`config.mk`:
```
export PLATFORM = sky130hd
export DESIGN_NAME = char_lcd_nibble_sequencer_flat
export DESIGN_NICKNAME = d
export VERILOG_FILES = /design/src/lcdns_pkg.sv /design/src/lcdns_cmd_if.sv /design/src/lcdns_strobe_if.sv /design/src/lcdns_ctrl.sv /design/src/lcdns_dp.sv /design/src/char_lcd_nibble_sequencer.sv /design/src/flat_wrapper.sv
export SDC_FILE = /design/constraint.sdc
export NUM_CORES = 1
export LEC_CHECK = 0
export ABC_AREA = 1
export BUFFER_PORTS_ARGS = -buffer_cell sky130_fd_sc_hd__buf_4
export CAP_MARGIN = 5
export CORE_MARGIN = 1
export CORE_UTILIZATION = 54
export CTS_CLUSTER_DIAMETER = 40
export CTS_CLUSTER_SIZE = 16
export DETAILED_ROUTE_END_ITERATION = 8
export GPL_TIMING_DRIVEN = 0
export PLACE_DENSITY = 0.86
export SLEW_MARGIN = 25
export SYNTH_ARGS = -nofsm -noshare
export SYNTH_HDL_FRONTEND = slang
export SYNTH_SLANG_ARGS = --single-unit
```
`constraint.sdc`:
```
create_clock -name clk -period 2.7 [get_ports clk]
set_input_delay 0.54 -clock clk [delete_from_list [all_inputs] [get_ports clk]]
set_output_delay 0.54 -clock clk [all_outputs]
set_load 0.02 [all_outputs]
```
`src/lcdns_pkg.sv`:
```
// Package for the character LCD nibble sequencer.
// Holds shared widths, timing constants, command/status structs and the fixed tables.
// No dependencies.
package lcdns_pkg;

    // display geometry
    localparam int LINE_CHARS   = 16;
    localparam int CUR_W        = $clog2(2 * LINE_CHARS + 1);
    localparam int CUR_LAST     = 2 * LINE_CHARS - 1;
    localparam int LINE2_BASE   = 8'h40;

    // field widths
    localparam int PAUSE_W      = 12;
    localparam int AFTER_W      = 5;

    // idle times in milliseconds
    localparam int STD_MS       = 2;
    localparam int CURSOR_MS    = 3;
    localparam int NIB_MS       = 3;
    localparam int CHAR_MS      = 30;
    localparam int ERR_HOLD_MS  = 4000;

    // fixed sequences
    localparam int INIT_LEN     = 12;
    localparam int STEP_W       = $clog2(INIT_LEN);
    localparam int ERR_TEXT_LEN = 21;
    localparam int TXT_W        = $clog2(ERR_TEXT_LEN);

    typedef enum logic [1:0] {
        KIND_INIT  = 2'd0,
        KIND_CLEAR = 2'd1,
        KIND_SET   = 2'd2,
        KIND_CHAR  = 2'd3
    } kind_t;

    typedef enum logic [2:0] {
        NIB_CONST,
        NIB_CHAR_HI,
        NIB_CHAR_LO,
        NIB_SET_HI,
        NIB_SET_LO
    } nib_sel_t;

    typedef enum logic [1:0] {
        CUR_HOLD,
        CUR_ZERO,
        CUR_INC,
        CUR_PLACE
    } cur_op_t;

    // controller to datapath
    typedef struct packed {
        logic               accept;
        logic               emit;
        logic               rs;
        nib_sel_t           nib_sel;
        logic [3:0]         nib_const;
        logic               use_text;
        logic [TXT_W-1:0]   text_idx;
        logic [PAUSE_W-1:0] pre;
        logic [AFTER_W-1:0] post;
        logic               last;
        logic               err;
        cur_op_t            cur_op;
        logic               load_wrap;
        logic               set_discard;
    } lcdns_cmd_t;

    // datapath to controller
    typedef struct packed {
        logic out_free;
        logic wrap_hit;
        logic over_hit;
        logic discard;
    } lcdns_stat_t;

    function automatic logic [PAUSE_W-1:0] init_pause(input logic [STEP_W-1:0] idx);
        logic [PAUSE_W-1:0] val;
        case (idx)
            4'd0:    val = PAUSE_W'(16);
            4'd1:    val = PAUSE_W'(5);
            4'd3:    val = PAUSE_W'(5);
            default: val = PAUSE_W'(2);
        endcase
        return val;
    endfunction

    function automatic logic [3:0] init_nib(input logic [STEP_W-1:0] idx);
        logic [3:0] val;
        case (idx)
            4'd0:    val = 4'h3;
            4'd1:    val = 4'h3;
            4'd2:    val = 4'h3;
            4'd3:    val = 4'h2;
            4'd4:    val = 4'h2;
            4'd5:    val = 4'hF;
            4'd6:    val = 4'h0;
            4'd7:    val = 4'h1;
            4'd8:    val = 4'h0;
            4'd9:    val = 4'h6;
            4'd10:   val = 4'h0;
            4'd11:   val = 4'hF;
            default: val = 4'h0;
        endcase
        return val;
    endfunction

    // overflow message text
    function automatic logic [7:0] err_char(input logic [TXT_W-1:0] idx);
        logic [7:0] val;
        case (idx)
            5'd0:    val = "E";
            5'd1:    val = "r";
            5'd2:    val = "r";
            5'd3:    val = "o";
            5'd4:    val = "r";
            5'd5:    val = ":";
            5'd6:    val = " ";
            5'd7:    val = "i";
            5'd8:    val = "n";
            5'd9:    val = "p";
            5'd10:   val = "u";
            5'd11:   val = "t";
            5'd12:   val = " ";
            5'd13:   val = "t";
            5'd14:   val = "o";
            5'd15:   val = "o";
            5'd16:   val = " ";
            5'd17:   val = "l";
            5'd18:   val = "o";
            5'd19:   val = "n";
            5'd20:   val = "g";
            default: val = " ";
        endcase
        return val;
    endfunction

endpackage

```
`src/lcdns_cmd_if.sv`:
```
// Command channel interface of the LCD nibble sequencer.
// Depends on lcdns_pkg.
interface lcdns_cmd_if import lcdns_pkg::*; ();
    logic       valid;
    logic       ready;
    logic [1:0] kind;
    logic [7:0] char_code;
    logic [4:0] cursor_place;
    logic       end_of_string;

    modport source (output valid, kind, char_code, cursor_place, end_of_string, input ready);
    modport sink   (input valid, kind, char_code, cursor_place, end_of_string, output ready);
endinterface

```
`src/lcdns_strobe_if.sv`:
```
// Strobe channel interface of the LCD nibble sequencer.
// Depends on lcdns_pkg.
interface lcdns_strobe_if import lcdns_pkg::*; ();
    logic               valid;
    logic               ready;
    logic               reg_select;
    logic [3:0]         nibble;
    logic [PAUSE_W-1:0] pause_before_ms;
    logic [AFTER_W-1:0] pause_after_ms;
    logic               overflow_run;
    logic               last;

    modport source (output valid, reg_select, nibble, pause_before_ms, pause_after_ms,
                    overflow_run, last, input ready);
    modport sink   (input valid, reg_select, nibble, pause_before_ms, pause_after_ms,
                    overflow_run, last, output ready);
endinterface

```
`src/lcdns_ctrl.sv`:
```
// Controller of the LCD nibble sequencer: walks the strobe sequence of each request.
// Depends on lcdns_pkg.
module lcdns_ctrl import lcdns_pkg::*; (
    input  logic        clk,
    input  logic        rst_n,
    input  logic        in_valid,
    input  logic [1:0]  kind,
    output logic        in_ready,
    input  lcdns_stat_t stat,
    output lcdns_cmd_t  cmd
);

    typedef enum logic [2:0] {
        S_IDLE,
        S_INIT,
        S_CLR0,
        S_CLR1,
        S_SET0,
        S_SET1,
        S_CHR_HI,
        S_CHR_LO
    } state_t;

    state_t            state_reg, state_next;
    logic [STEP_W-1:0] step_reg, step_next;
    logic [TXT_W-1:0]  text_idx_reg, text_idx_next;
    logic              err_reg, err_next;
    logic              final_reg, final_next;
    logic              go;

    assign in_ready = (state_reg == S_IDLE);
    assign go       = stat.out_free;

    always_comb
    begin
        state_next    = state_reg;
        step_next     = step_reg;
        text_idx_next = text_idx_reg;
        err_next      = err_reg;
        final_next    = final_reg;

        cmd             = '0;
        cmd.nib_sel     = NIB_CONST;
        cmd.cur_op      = CUR_HOLD;
        cmd.accept      = in_valid && (state_reg == S_IDLE);
        cmd.err         = err_reg;
        cmd.use_text    = err_reg;
        cmd.text_idx    = text_idx_reg;

        case (state_reg)
            S_IDLE:
            begin
                if (cmd.accept)
                begin
                    err_next      = 1'b0;
                    final_next    = 1'b0;
                    text_idx_next = '0;
                    step_next     = '0;
                    case (kind_t'(kind))
                        KIND_INIT:  state_next = S_INIT;
                        KIND_CLEAR: state_next = S_CLR0;
                        KIND_SET:   state_next = S_SET0;
                        KIND_CHAR:  state_next = stat.discard ? S_IDLE : S_CHR_HI;
                        default:    state_next = S_IDLE;
                    endcase
                end
            end

            S_INIT:
            begin
                cmd.emit      = go;
                cmd.nib_const = init_nib(step_reg);
                cmd.pre       = init_pause(step_reg);
                if (step_reg == STEP_W'(INIT_LEN - 1))
                begin
                    cmd.last   = 1'b1;
                    cmd.post   = AFTER_W'(STD_MS);
                    cmd.cur_op = CUR_ZERO;
                end
                if (go)
                begin
                    if (step_reg == STEP_W'(INIT_LEN - 1))
                        state_next = S_IDLE;
                    else
                        step_next = step_reg + 1'b1;
                end
            end

            S_CLR0:
            begin
                cmd.emit      = go;
                cmd.nib_const = 4'h0;
                cmd.pre       = final_reg ? PAUSE_W'(ERR_HOLD_MS + STD_MS) : PAUSE_W'(STD_MS);
                cmd.post      = AFTER_W'(STD_MS);
                if (go)
                    state_next = S_CLR1;
            end

            S_CLR1:
            begin
                cmd.emit        = go;
                cmd.nib_const   = 4'h1;
                cmd.post        = AFTER_W'(STD_MS);
                cmd.last        = !err_reg || final_reg;
                cmd.cur_op      = CUR_ZERO;
                cmd.set_discard = err_reg && final_reg;
                if (go)
                    state_next = (err_reg && !final_reg) ? S_CHR_HI : S_IDLE;
            end

            S_SET0:
            begin
                cmd.emit    = go;
                cmd.nib_sel = NIB_SET_HI;
                cmd.pre     = PAUSE_W'(CURSOR_MS);
                cmd.post    = AFTER_W'(STD_MS);
                if (go)
                    state_next = S_SET1;
            end

            S_SET1:
            begin
                cmd.emit    = go;
                cmd.nib_sel = NIB_SET_LO;
                cmd.post    = AFTER_W'(STD_MS + CURSOR_MS);
                cmd.last    = !err_reg;
                cmd.cur_op  = CUR_PLACE;
                if (go)
                begin
                    if (!err_reg)
                        state_next = S_IDLE;
                    else if (text_idx_reg == TXT_W'(ERR_TEXT_LEN - 1))
                    begin
                        final_next = 1'b1;
                        state_next = S_CLR0;
                    end
                    else
                    begin
                        text_idx_next = text_idx_reg + 1'b1;
                        state_next    = S_CHR_HI;
                    end
                end
            end

            S_CHR_HI:
            begin
                cmd.emit    = go;
                cmd.rs      = 1'b1;
                cmd.nib_sel = NIB_CHAR_HI;
                cmd.post    = AFTER_W'(NIB_MS);
                if (go)
                    state_next = S_CHR_LO;
            end

            S_CHR_LO:
            begin
                cmd.emit      = go;
                cmd.rs        = 1'b1;
                cmd.nib_sel   = NIB_CHAR_LO;
                cmd.post      = AFTER_W'(CHAR_MS);
                cmd.cur_op    = CUR_INC;
                cmd.load_wrap = stat.wrap_hit;
                cmd.last      = !err_reg && !stat.wrap_hit && !stat.over_hit;
                if (go)
                begin
                    if (stat.wrap_hit)
                        state_next = S_SET0;
                    else if (err_reg)
                    begin
                        // advance through the message, then the closing clear
                        if (text_idx_reg == TXT_W'(ERR_TEXT_LEN - 1))
                        begin
                            final_next = 1'b1;
                            state_next = S_CLR0;
                        end
                        else
                        begin
                            text_idx_next = text_idx_reg + 1'b1;
                            state_next    = S_CHR_HI;
                        end
                    end
                    else if (stat.over_hit)
                    begin
                        err_next      = 1'b1;
                        final_next    = 1'b0;
                        text_idx_next = '0;
                        state_next    = S_CLR0;
                    end
                    else
                        state_next = S_IDLE;
                end
            end

            default:
            begin
                state_next = S_IDLE;
            end
        endcase
    end

    always_ff @(posedge clk or negedge rst_n)
    begin
        if (!rst_n)
        begin
            state_reg    <= S_IDLE;
            step_reg     <= '0;
            text_idx_reg <= '0;
            err_reg      <= 1'b0;
            final_reg    <= 1'b0;
        end
        else
        begin
            state_reg    <= state_next;
            step_reg     <= step_next;
            text_idx_reg <= text_idx_next;
            err_reg      <= err_next;
            final_reg    <= final_next;
        end
    end

endmodule

```
`src/lcdns_dp.sv`:
```
// Datapath of the LCD nibble sequencer: cursor, pause accumulator and output register.
// Depends on lcdns_pkg.
module lcdns_dp import lcdns_pkg::*; (
    input  logic               clk,
    input  logic               rst_n,
    input  lcdns_cmd_t         cmd,
    output lcdns_stat_t        stat,
    input  logic [1:0]         kind,
    input  logic [7:0]         char_code,
    input  logic [4:0]         cursor_place,
    input  logic               end_of_string,
    output logic               out_valid,
    input  logic               out_ready,
    output logic               reg_select,
    output logic [3:0]         nibble,
    output logic [PAUSE_W-1:0] pause_before_ms,
    output logic [AFTER_W-1:0] pause_after_ms,
    output logic               overflow_run,
    output logic               last
);

    logic [CUR_W-1:0]   cursor_reg, cursor_next;
    logic               discard_reg, discard_next;
    logic               out_valid_reg;
    logic [PAUSE_W-1:0] pend_reg;
    logic               eos_reg;
    logic [7:0]         char_reg;
    logic [CUR_W-1:0]   place_reg;
    logic               rs_reg;
    logic [3:0]         nib_reg;
    logic [PAUSE_W-1:0] before_reg;
    logic [AFTER_W-1:0] after_reg;
    logic               err_reg;
    logic               last_reg;

    logic [CUR_W-1:0]   cursor_inc;
    logic [CUR_W-1:0]   place_sat;
    logic [7:0]         place8;
    logic [7:0]         addr8;
    logic [7:0]         chr;
    logic [3:0]         nib;

    assign cursor_inc    = cursor_reg + 1'b1;
    assign stat.out_free = !out_valid_reg || out_ready;
    assign stat.wrap_hit = (cursor_inc == CUR_W'(LINE_CHARS));
    assign stat.over_hit = (cursor_inc >= CUR_W'(2 * LINE_CHARS));
    assign stat.discard  = discard_reg;

    // clamp a place beyond the display to its last position
    assign place_sat = ({3'b000, cursor_place} > 8'(CUR_LAST)) ? CUR_W'(CUR_LAST)
                                                              : CUR_W'(cursor_place);

    // display address: line two starts at LINE2_BASE
    assign place8 = 8'(place_reg);
    assign addr8  = (place8 < 8'(LINE_CHARS)) ? place8
                                              : 8'(LINE2_BASE) + place8 - 8'(LINE_CHARS);
    assign chr    = cmd.use_text ? err_char(cmd.text_idx) : char_reg;

    always_comb
    begin
        case (cmd.nib_sel)
            NIB_CONST:   nib = cmd.nib_const;
            NIB_CHAR_HI: nib = chr[7:4];
            NIB_CHAR_LO: nib = chr[3:0];
            NIB_SET_HI:  nib = {1'b1, addr8[6:4]};
            NIB_SET_LO:  nib = addr8[3:0];
            default:     nib = 4'h0;
        endcase
    end

    always_comb
    begin
        cursor_next = cursor_reg;
        if (cmd.emit)
        begin
            case (cmd.cur_op)
                CUR_HOLD:  cursor_next = cursor_reg;
                CUR_ZERO:  cursor_next = '0;
                CUR_INC:   cursor_next = cursor_inc;
                CUR_PLACE: cursor_next = place_reg;
                default:   cursor_next = cursor_reg;
            endcase
        end
    end

    always_comb
    begin
        discard_next = discard_reg;
        if (cmd.accept)
        begin
            if (kind_t'(kind) != KIND_CHAR)
                discard_next = 1'b0;
            else if (discard_reg && end_of_string)
                discard_next = 1'b0;
        end
        else if (cmd.emit && cmd.set_discard && !eos_reg)
            discard_next = 1'b1;
    end

    always_ff @(posedge clk or negedge rst_n)
    begin
        if (!rst_n)
        begin
            cursor_reg    <= '0;
            discard_reg   <= 1'b0;
            out_valid_reg <= 1'b0;
            pend_reg      <= '0;
        end
        else
        begin
            cursor_reg  <= cursor_next;
            discard_reg <= discard_next;
            if (cmd.emit)
                out_valid_reg <= 1'b1;
            else if (out_ready)
                out_valid_reg <= 1'b0;
            if (cmd.accept)
                pend_reg <= '0;
            else if (cmd.emit)
                pend_reg <= PAUSE_W'(cmd.post);
        end
    end

    always_ff @(posedge clk)
    begin
        if (cmd.accept)
        begin
            char_reg  <= char_code;
            eos_reg   <= end_of_string;
            place_reg <= place_sat;
        end
        else if (cmd.emit && cmd.load_wrap)
            place_reg <= CUR_W'(LINE_CHARS);

        if (cmd.emit)
        begin
            rs_reg     <= cmd.rs;
            nib_reg    <= nib;
            before_reg <= pend_reg + cmd.pre;
            after_reg  <= cmd.last ? cmd.post : '0;
            err_reg    <= cmd.err;
            last_reg   <= cmd.last;
        end
    end

    assign out_valid       = out_valid_reg;
    assign reg_select      = rs_reg;
    assign nibble          = nib_reg;
    assign pause_before_ms = before_reg;
    assign pause_after_ms  = after_reg;
    assign overflow_run    = err_reg;
    assign last            = last_reg;

endmodule

```
`src/char_lcd_nibble_sequencer.sv`:
```
// Top level of the character LCD nibble sequencer.
// Depends on lcdns_pkg, lcdns_cmd_if, lcdns_strobe_if, lcdns_ctrl and lcdns_dp.
//
// Usage:
//   cmd    takes one request: init, clear, set cursor or write char.
//   strobe gives the enable strobes of that request in order, one per item, each
//          with RS, nibble DB7..DB4, idle time before enable and, on the strobe
//          flagged last, idle time after it.
//   The controller issues at most one strobe per cycle into a single output register.
//   A new request is taken only once the controller has issued the last strobe of
//   the previous one. After a request is taken, the controller state register moves
//   to its first step, which emits the first strobe into the output register. A write
//   char dropped after an overflow gives no strobe and leaves the controller idle.
//   cmd.ready is high whenever the controller is between requests, even while the
//   last strobe of the previous request still waits in the output register.
//   Reset clears the cursor to position 0, ends any drop of a string and empties
//   the output register. When the receiver stalls, the pending strobe holds and
//   the controller waits on the same step; no strobe is lost.
module char_lcd_nibble_sequencer import lcdns_pkg::*; (
    input  logic           clk,
    input  logic           rst_n,
    lcdns_cmd_if.sink      cmd,
    lcdns_strobe_if.source strobe
);

    lcdns_cmd_t  ctrl_cmd;
    lcdns_stat_t dp_stat;

    // sequence control: one step per strobe
    lcdns_ctrl u_ctrl (
        .clk      (clk),
        .rst_n    (rst_n),
        .in_valid (cmd.valid),
        .kind     (cmd.kind),
        .in_ready (cmd.ready),
        .stat     (dp_stat),
        .cmd      (ctrl_cmd)
    );

    // cursor tracking, pause accumulation and the strobe output register
    lcdns_dp u_dp (
        .clk             (clk),
        .rst_n           (rst_n),
        .cmd             (ctrl_cmd),
        .stat            (dp_stat),
        .kind            (cmd.kind),
        .char_code       (cmd.char_code),
        .cursor_place    (cmd.cursor_place),
        .end_of_string   (cmd.end_of_string),
        .out_valid       (strobe.valid),
        .out_ready       (strobe.ready),
        .reg_select      (strobe.reg_select),
        .nibble          (strobe.nibble),
        .pause_before_ms (strobe.pause_before_ms),
        .pause_after_ms  (strobe.pause_after_ms),
        .overflow_run    (strobe.overflow_run),
        .last            (strobe.last)
    );

endmodule

```
`src/flat_wrapper.sv`:
```
// flat-port wrapper written by rule: the top's interface ports become plain ports
module char_lcd_nibble_sequencer_flat import lcdns_pkg::*;
  (clk, rst_n, cmd_valid, cmd_kind, cmd_char_code, cmd_cursor_place, cmd_end_of_string, cmd_ready, strobe_valid, strobe_reg_select, strobe_nibble, strobe_pause_before_ms, strobe_pause_after_ms, strobe_overflow_run, strobe_last, strobe_ready);
  lcdns_cmd_if cmd_i ();
  lcdns_strobe_if strobe_i ();
  input  logic clk;
  input  logic rst_n;
  input wire logic [$bits(cmd_i.valid)-1:0] cmd_valid;
  input wire logic [$bits(cmd_i.kind)-1:0] cmd_kind;
  input wire logic [$bits(cmd_i.char_code)-1:0] cmd_char_code;
  input wire logic [$bits(cmd_i.cursor_place)-1:0] cmd_cursor_place;
  input wire logic [$bits(cmd_i.end_of_string)-1:0] cmd_end_of_string;
  output wire logic [$bits(cmd_i.ready)-1:0] cmd_ready;
  output wire logic [$bits(strobe_i.valid)-1:0] strobe_valid;
  output wire logic [$bits(strobe_i.reg_select)-1:0] strobe_reg_select;
  output wire logic [$bits(strobe_i.nibble)-1:0] strobe_nibble;
  output wire logic [$bits(strobe_i.pause_before_ms)-1:0] strobe_pause_before_ms;
  output wire logic [$bits(strobe_i.pause_after_ms)-1:0] strobe_pause_after_ms;
  output wire logic [$bits(strobe_i.overflow_run)-1:0] strobe_overflow_run;
  output wire logic [$bits(strobe_i.last)-1:0] strobe_last;
  input wire logic [$bits(strobe_i.ready)-1:0] strobe_ready;
  assign cmd_i.valid = cmd_valid;
  assign cmd_i.kind = cmd_kind;
  assign cmd_i.char_code = cmd_char_code;
  assign cmd_i.cursor_place = cmd_cursor_place;
  assign cmd_i.end_of_string = cmd_end_of_string;
  assign cmd_ready = cmd_i.ready;
  assign strobe_valid = strobe_i.valid;
  assign strobe_reg_select = strobe_i.reg_select;
  assign strobe_nibble = strobe_i.nibble;
  assign strobe_pause_before_ms = strobe_i.pause_before_ms;
  assign strobe_pause_after_ms = strobe_i.pause_after_ms;
  assign strobe_overflow_run = strobe_i.overflow_run;
  assign strobe_last = strobe_i.last;
  assign strobe_i.ready = strobe_ready;
  char_lcd_nibble_sequencer u_core (.clk(clk), .rst_n(rst_n), .cmd(cmd_i), .strobe(strobe_i));
endmodule
```
# After elaboration in Yosys (flattened, before gate mapping)
# Memory sizes are Yosys's and may differ from the RTL's.
# Cells that the tools add are included.
totals:
  romBits: 288
  inputBits: 20
  register_bits: 72
  mem_count: 2
memory_table:
  columns: ["memory", "words", "word_bits", "rd", "rd_ports_with_merged_regs", "write_ports", "line", "source"]
  rows:
  - ["(no name shown)", 32, 7, 1, 0, 0, "lcdns_pkg.sv:111", "case (idx)"]
  - ["(no name shown)", 16, 4, 1, 0, 0, "lcdns_pkg.sv:90", "case (idx)"]
classes:
  addsub: 6
  bitwise_logic: 1
  n_lt_le_gt_ge: 2
  eq_ne: 37
  muxes: 73
  n_reduce_logical: 39
op_table:
  columns: ["operator", "count"]
  rows:
  - ["two-way mux 5 bit", 10]
  - ["two-way mux 3 bit", 16]
  - ["two-way mux 12 bit", 3]
  - ["one-hot mux 12 bit (3 select lines)", 1]
  - ["one-hot mux 5 bit (5 select lines)", 1]
  - ["inequality test 2 bit, second input constant", 12]
  - ["one-hot mux 3 bit (4 select lines)", 2]
  - ["one-hot mux 3 bit (8 select lines)", 1]
  - ["two-way mux 1 bit", 23]
  - ["one-hot mux 4 bit (5 select lines)", 1]
  - ["one-hot mux 6 bit (3 select lines)", 1]
  - ["one-hot mux 4 bit (2 select lines)", 2]
  - ["equality test 3 bit, second input constant", 5]
  - ["one-hot mux 5 bit (3 select lines)", 1]
  - ["adder 12 bit", 1]
  - ["equality test 3 x 2 -> 1 bit, second input constant", 4]
  - ["two-way mux 4 bit", 3]
  - ["nonzero test 2 bit", 6]
  - ["one-hot mux 5 bit (2 select lines)", 1]
  - ["logical AND 1 bit", 9]
  - ["AND reduction 9 bit", 1]
  - ["equality test 2 bit, second input constant", 4]
  - ["two-way mux 8 bit", 1]
  - ["one-hot mux 2 bit (4 select lines)", 1]
  - ["34 further kinds", 48]

# Logic depth before layout (Yosys ltp)
depth:
  word_depth: 7
  ltp_mapped: 12
  mapped_depth_nobuf: 12

# Hierarchy
# A second synthesis with hierarchy kept.
hier_totals:
  cells_unflattened: 531
  area_unflattened_um2: 4177.8
modules_own_cells:
  columns: ["mod", "cells_per_inst", "instances", "area_each_um2"]
  rows:
  - ["lcdns_dp", 321, 1, 2820.2]
  - ["lcdns_ctrl", 210, 1, 1357.6]

# Worst setup path before layout
# No wires, ideal clock.
synth_timing:
  path_kind: "register to register"
  startpoint: "register u_core.u_ctrl.state_reg[2]"
  endpoint: "register u_core.u_dp.before_reg[5] (netlist: u_core.u_dp.pause_before_ms[5]), data pin"
  arrival_ns: 2.215
  path_buffers: 0
  path_slack_ns: 0.220
  synth_period_minus_slack_ns: 2.480
  required_ns: 2.435
  stages_incl_launch_ff: 10
  path_cell_list: "dfrtp_1 inv_1 nand2_1 nor2_2 inv_1 o311ai_0 ha_1 a31oi_1 o21ai_0 xor2_1"
synth_via:
  elab_chain_cells: 3
  word_cells_on_any_way: 5
synth_rtl:
  columns: ["element", "line", "source"]
  rows:
  - ["start, declared", "lcdns_ctrl.sv:24", "state_t state_reg, state_next;"]
  - ["start signal, assigned", "lcdns_ctrl.sv:213", "state_reg <= state_next;"]
  - ["equality test 3 bit (tied with other cells)", "lcdns_ctrl.sv:50", "case (state_reg)"]
  - ["one-hot mux 12 bit (3 select lines) (*)", "lcdns_ctrl.sv:50", null]
  - ["adder 12 bit (*)", "lcdns_dp.sv:139", "before_reg <= pend_reg + cmd.pre;"]
  - ["end signal, assigned", "lcdns_dp.sv:139", null]
  - ["end, declared", "lcdns_dp.sv:31", "logic [PAUSE_W-1:0] before_reg;"]
# Every way passes the cells marked *; elsewhere a longest branch is shown, timed or not.
# A chain may end at the register's enable or synchronous reset.

# Worst setup path in the final report
# Same ends and word-level chain as after synthesis.

==> impl_metrics.env <==
export IMPL_port_buffers=45
export IMPL_synth_area_um2=3597
export IMPL_clkTransAtPathRegs_ns=0.07
export IMPL_clockPowerShare=0.180
export IMPL_hold_class="input port to async pin"
export IMPL_power_density_nw_per_um2=1046
export IMPL_internal_power_mw=2.496
export IMPL_first_pass_iters=5
export IMPL_ioPinCount=46
export IMPL_clkSinkCount=59
export IMPL_startpoint_type="flip-flop"
export IMPL_synth_main_ff_cell="edfxtp_1"
export IMPL_r2r_start="u_core.u_ctrl.state_reg[2]$_DFFE_PN0P_"
export IMPL_num_antenna_cells=0
export IMPL_reg2reg_depth=9
export IMPL_hold_viol=0
export IMPL_tightest_slew_ns=0.6115
export IMPL_placed_cell_area_um2=4031
export IMPL_skew_ns=0.005260
export IMPL_grt_pass1_vias=2938
export IMPL_syn_area_per_cell_um2=8.405
export IMPL_period_needed_ns=2.530
export IMPL_start_util=0.5633
export IMPL_comb_power_share=0.473
export IMPL_status="finished clean"
export IMPL_die_h_um=83.62
export IMPL_cp_data_arrival_time_ns=2.63
export IMPL_whs_ns=0.09839
export IMPL_synth_edff_count=33
export IMPL_layout_commonest_cell="nand2_1"
export IMPL_period_share=0.9371
export IMPL_dp_final_hpwl_um=6325
export IMPL_pwr_share_seq=0.347
export IMPL_ir_drop_v=0.0006427
export IMPL_fmax_ghz=0.3952
export IMPL_viasPerCell=5.652
export IMPL_drt_wl_total_um=8166
export IMPL_setup_violations=0
export IMPL_antenna_found_initial=0
export IMPL_syn_num_nets=465
export IMPL_area_growth_pct=17.98
export IMPL_pre_cts_ws_ns=-0.2119
export IMPL_cts_max_level=3
export IMPL_row_count=29
export IMPL_p_leak_nw=1.985
export IMPL_drv_slew=0
export IMPL_drtIter0Drc=212
export IMPL_cpPeakStageDelay_ns=0.46
export IMPL_async_reset_ff_frac=0.4407
export IMPL_syn_inst=428
export IMPL_worstSetupPathType="flip-flop to flip-flop"
export IMPL_switching_share=0.4377
export IMPL_power_mw=4.439
export IMPL_die_w_um=83.62
export IMPL_ys_ff_latch=59
export IMPL_wire_per_inst_um=14.43
export IMPL_core_area_um2=6386
export IMPL_power_switching_mw=1.943
export IMPL_crit_chain="inv_1, nand2_1, nor2_4, inv_1, o311ai_2, ha_1, a31oi_1, o21ai_0, xor2_1"
export IMPL_slew_headroom=0.5908
export IMPL_hold_buffers=0
export IMPL_cpMostUsedCell="inv_1"
export IMPL_synth_seq_area_share=0.4563
export IMPL_drc=0
export IMPL_stdcell_area_um2=4244
export IMPL_ys_warn_count=0
export IMPL_timing_final_ws_setup_ns=0.1699
export IMPL_grtUsageTotal=0.2466
export IMPL_final_cell_mix="95 x nand2_1, 52 x inv_1, 52 x buf_4"
export IMPL_yosysUniqueCellTypes=43
export IMPL_reg2reg_slack_ns=0.17
export IMPL_die_area_um2=6991
export IMPL_gp_congestion=0.9302
export IMPL_cts_tree="yes"
export IMPL_grt_pass1_wl_um=13520
export IMPL_cp_slowest_cell="dfrtp_1"
export IMPL_end_kind="flip-flop"
export IMPL_r2r_end="u_core.u_dp.pause_before_ms[5]$_DFFE_PP_"
export IMPL_clock_root_buffer="clkbuf_8"
export IMPL_cp_data_required_time_ns=2.80
export IMPL_insertion_delay_ns=0.34
export IMPL_path_max_fanout=6
export IMPL_clock_path_buffers=2
export IMPL_ant_nets=0
export IMPL_grt_overflow_total=0
export IMPL_numCtsBuffers=9
export IMPL_drive_above_1_share=0.2065
export IMPL_maxCapViolations=0
export IMPL_grt_max_degree=27
export IMPL_nNetsFinal=521
export IMPL_vias=3199
## power groups by stage
stage,clock [mW],combinational [mW],sequential (mW)
2_1_floorplan,0,1.28,1.68
3_3_place_gp,0,1.99,1.54
3_5_place_dp,0,2.05,1.55
4_1_cts,0.805,2.09,1.54
5_1_grt,0.848,2.31,1.58
6_report,0.799,2.10,1.54
## per-layer routing
layer  global-route usage  wire (µm)  share of wire  up-vias
li1                     -          -              -     1538
met4               0.1202        194          0.024        0
met3              0.04550        663          0.081       17
met2               0.3858       3744           0.46      157
met1               0.3309       3564           0.44     1487
met5                    0          0              0        -
## repair_timing
| item | in CTS | in global routing |
|---|---|---|
| setup buffers | 0 | 0 |
| gates resized for setup | 3 | 3 |
| setup endpoints to repair | 8 | 6 |
## cell type report
| class | count | area [µm²] |
|---|---|---|
| fillers | 540 | 2142 |
| well taps | 77 | 96.34 |
| multi-input cells | 298 | 1677 |
| inverters | 59 | 224.0 |
| clock buffers | 10 | 127.6 |
| plain buffers | 12 | 75.07 |
| clock inverters | 6 | 65.06 |
| flip-flops and latches | 59 | 1642 |
| repair buffers | 45 | 337.8 |
## Yosys cell counts, types with 3 or more instances
cell type,instances,area [µm²]
a21oi_1,12,60.06
a31oi_1,4,25.02
buf_2,3,15.01
buf_4,7,52.55
dfrtp_1,26,650.6
edfxtp_1,33,991.0
ha_1,16,200.2
inv_1,52,195.2
inv_2,5,18.77
nand2_1,95,356.6
nand2_4,3,33.78
nand3_1,34,170.2
nand4_1,5,31.28
nor2_1,44,165.2
nor2_2,6,37.54
nor2_4,3,33.78
nor3_1,11,55.05
o211ai_1,6,45.04
o21ai_0,26,130.1
o22ai_1,3,18.77
xor2_1,5,43.79
## through the flow
| step | util | instances | setup TNS (ns) |
|---|---|---|---|
| after floorplan | - | 428 | 0 |
| after global placement | 0.6313 | 550 | -0.07580 |
| after detailed placement | 0.6313 | 550 | -1.136 |
| after CTS | 0.6634 | 566 | 0 |
| after global routing | 0.6646 | 566 | -0.0002509 |
| final | 0.6646 | 566 | 0 |
## critical path, delay by kind of cell (launching register included)
kind / cells / cell delay (ns)
xor+xnor: 1 / 0.15
buf+inv: 2 / 0.27
flops: 1 / 0.46
compound gates: 3 / 0.78
simple gates: 2 / 0.31
fa+ha+maj: 1 / 0.31
## worst max path at each step
stage | start | to | slack, ns
5_1_grt | u_core.u_ctrl.state_reg[2]$_DFFE_PN0P_ | u_core.u_dp.pause_before_ms[5]$_DFFE_PP_ | -0.0003
2_1_floorplan | u_core.u_ctrl.state_reg[2]$_DFFE_PN0P_ | u_core.u_dp.pause_before_ms[5]$_DFFE_PP_ | 0.22
6_report | u_core.u_ctrl.state_reg[2]$_DFFE_PN0P_ | u_core.u_dp.pause_before_ms[5]$_DFFE_PP_ | 0.17
3_5_place_dp | u_core.u_ctrl.state_reg[2]$_DFFE_PN0P_ | u_core.u_dp.pause_before_ms[5]$_DFFE_PP_ | -0.21
4_1_cts | u_core.u_ctrl.state_reg[2]$_DFFE_PN0P_ | u_core.u_dp.pause_before_ms[5]$_DFFE_PP_ | 0.09
3_3_place_gp | u_core.u_ctrl.state_reg[2]$_DFFE_PN0P_ | u_core.u_dp.pause_before_ms[5]$_DFFE_PP_ | -0.07
## cell families (layout without fill, tap and decap cells)
family | count (synthesis) | after routing | share of synthesized area
and+or+nand+nor | 208 | 208 | 0.2678
buffers and inverters | 71 | 132 | 0.08313
AOI/OAI and AO/OA | 68 | 68 | 0.1193
DFF | 59 | 59 | 0.4563
adders and majority gates | 17 | 17 | 0.06122
xor gates and xnor gates | 5 | 5 | 0.01217
(Power assumes the default switching activity.)
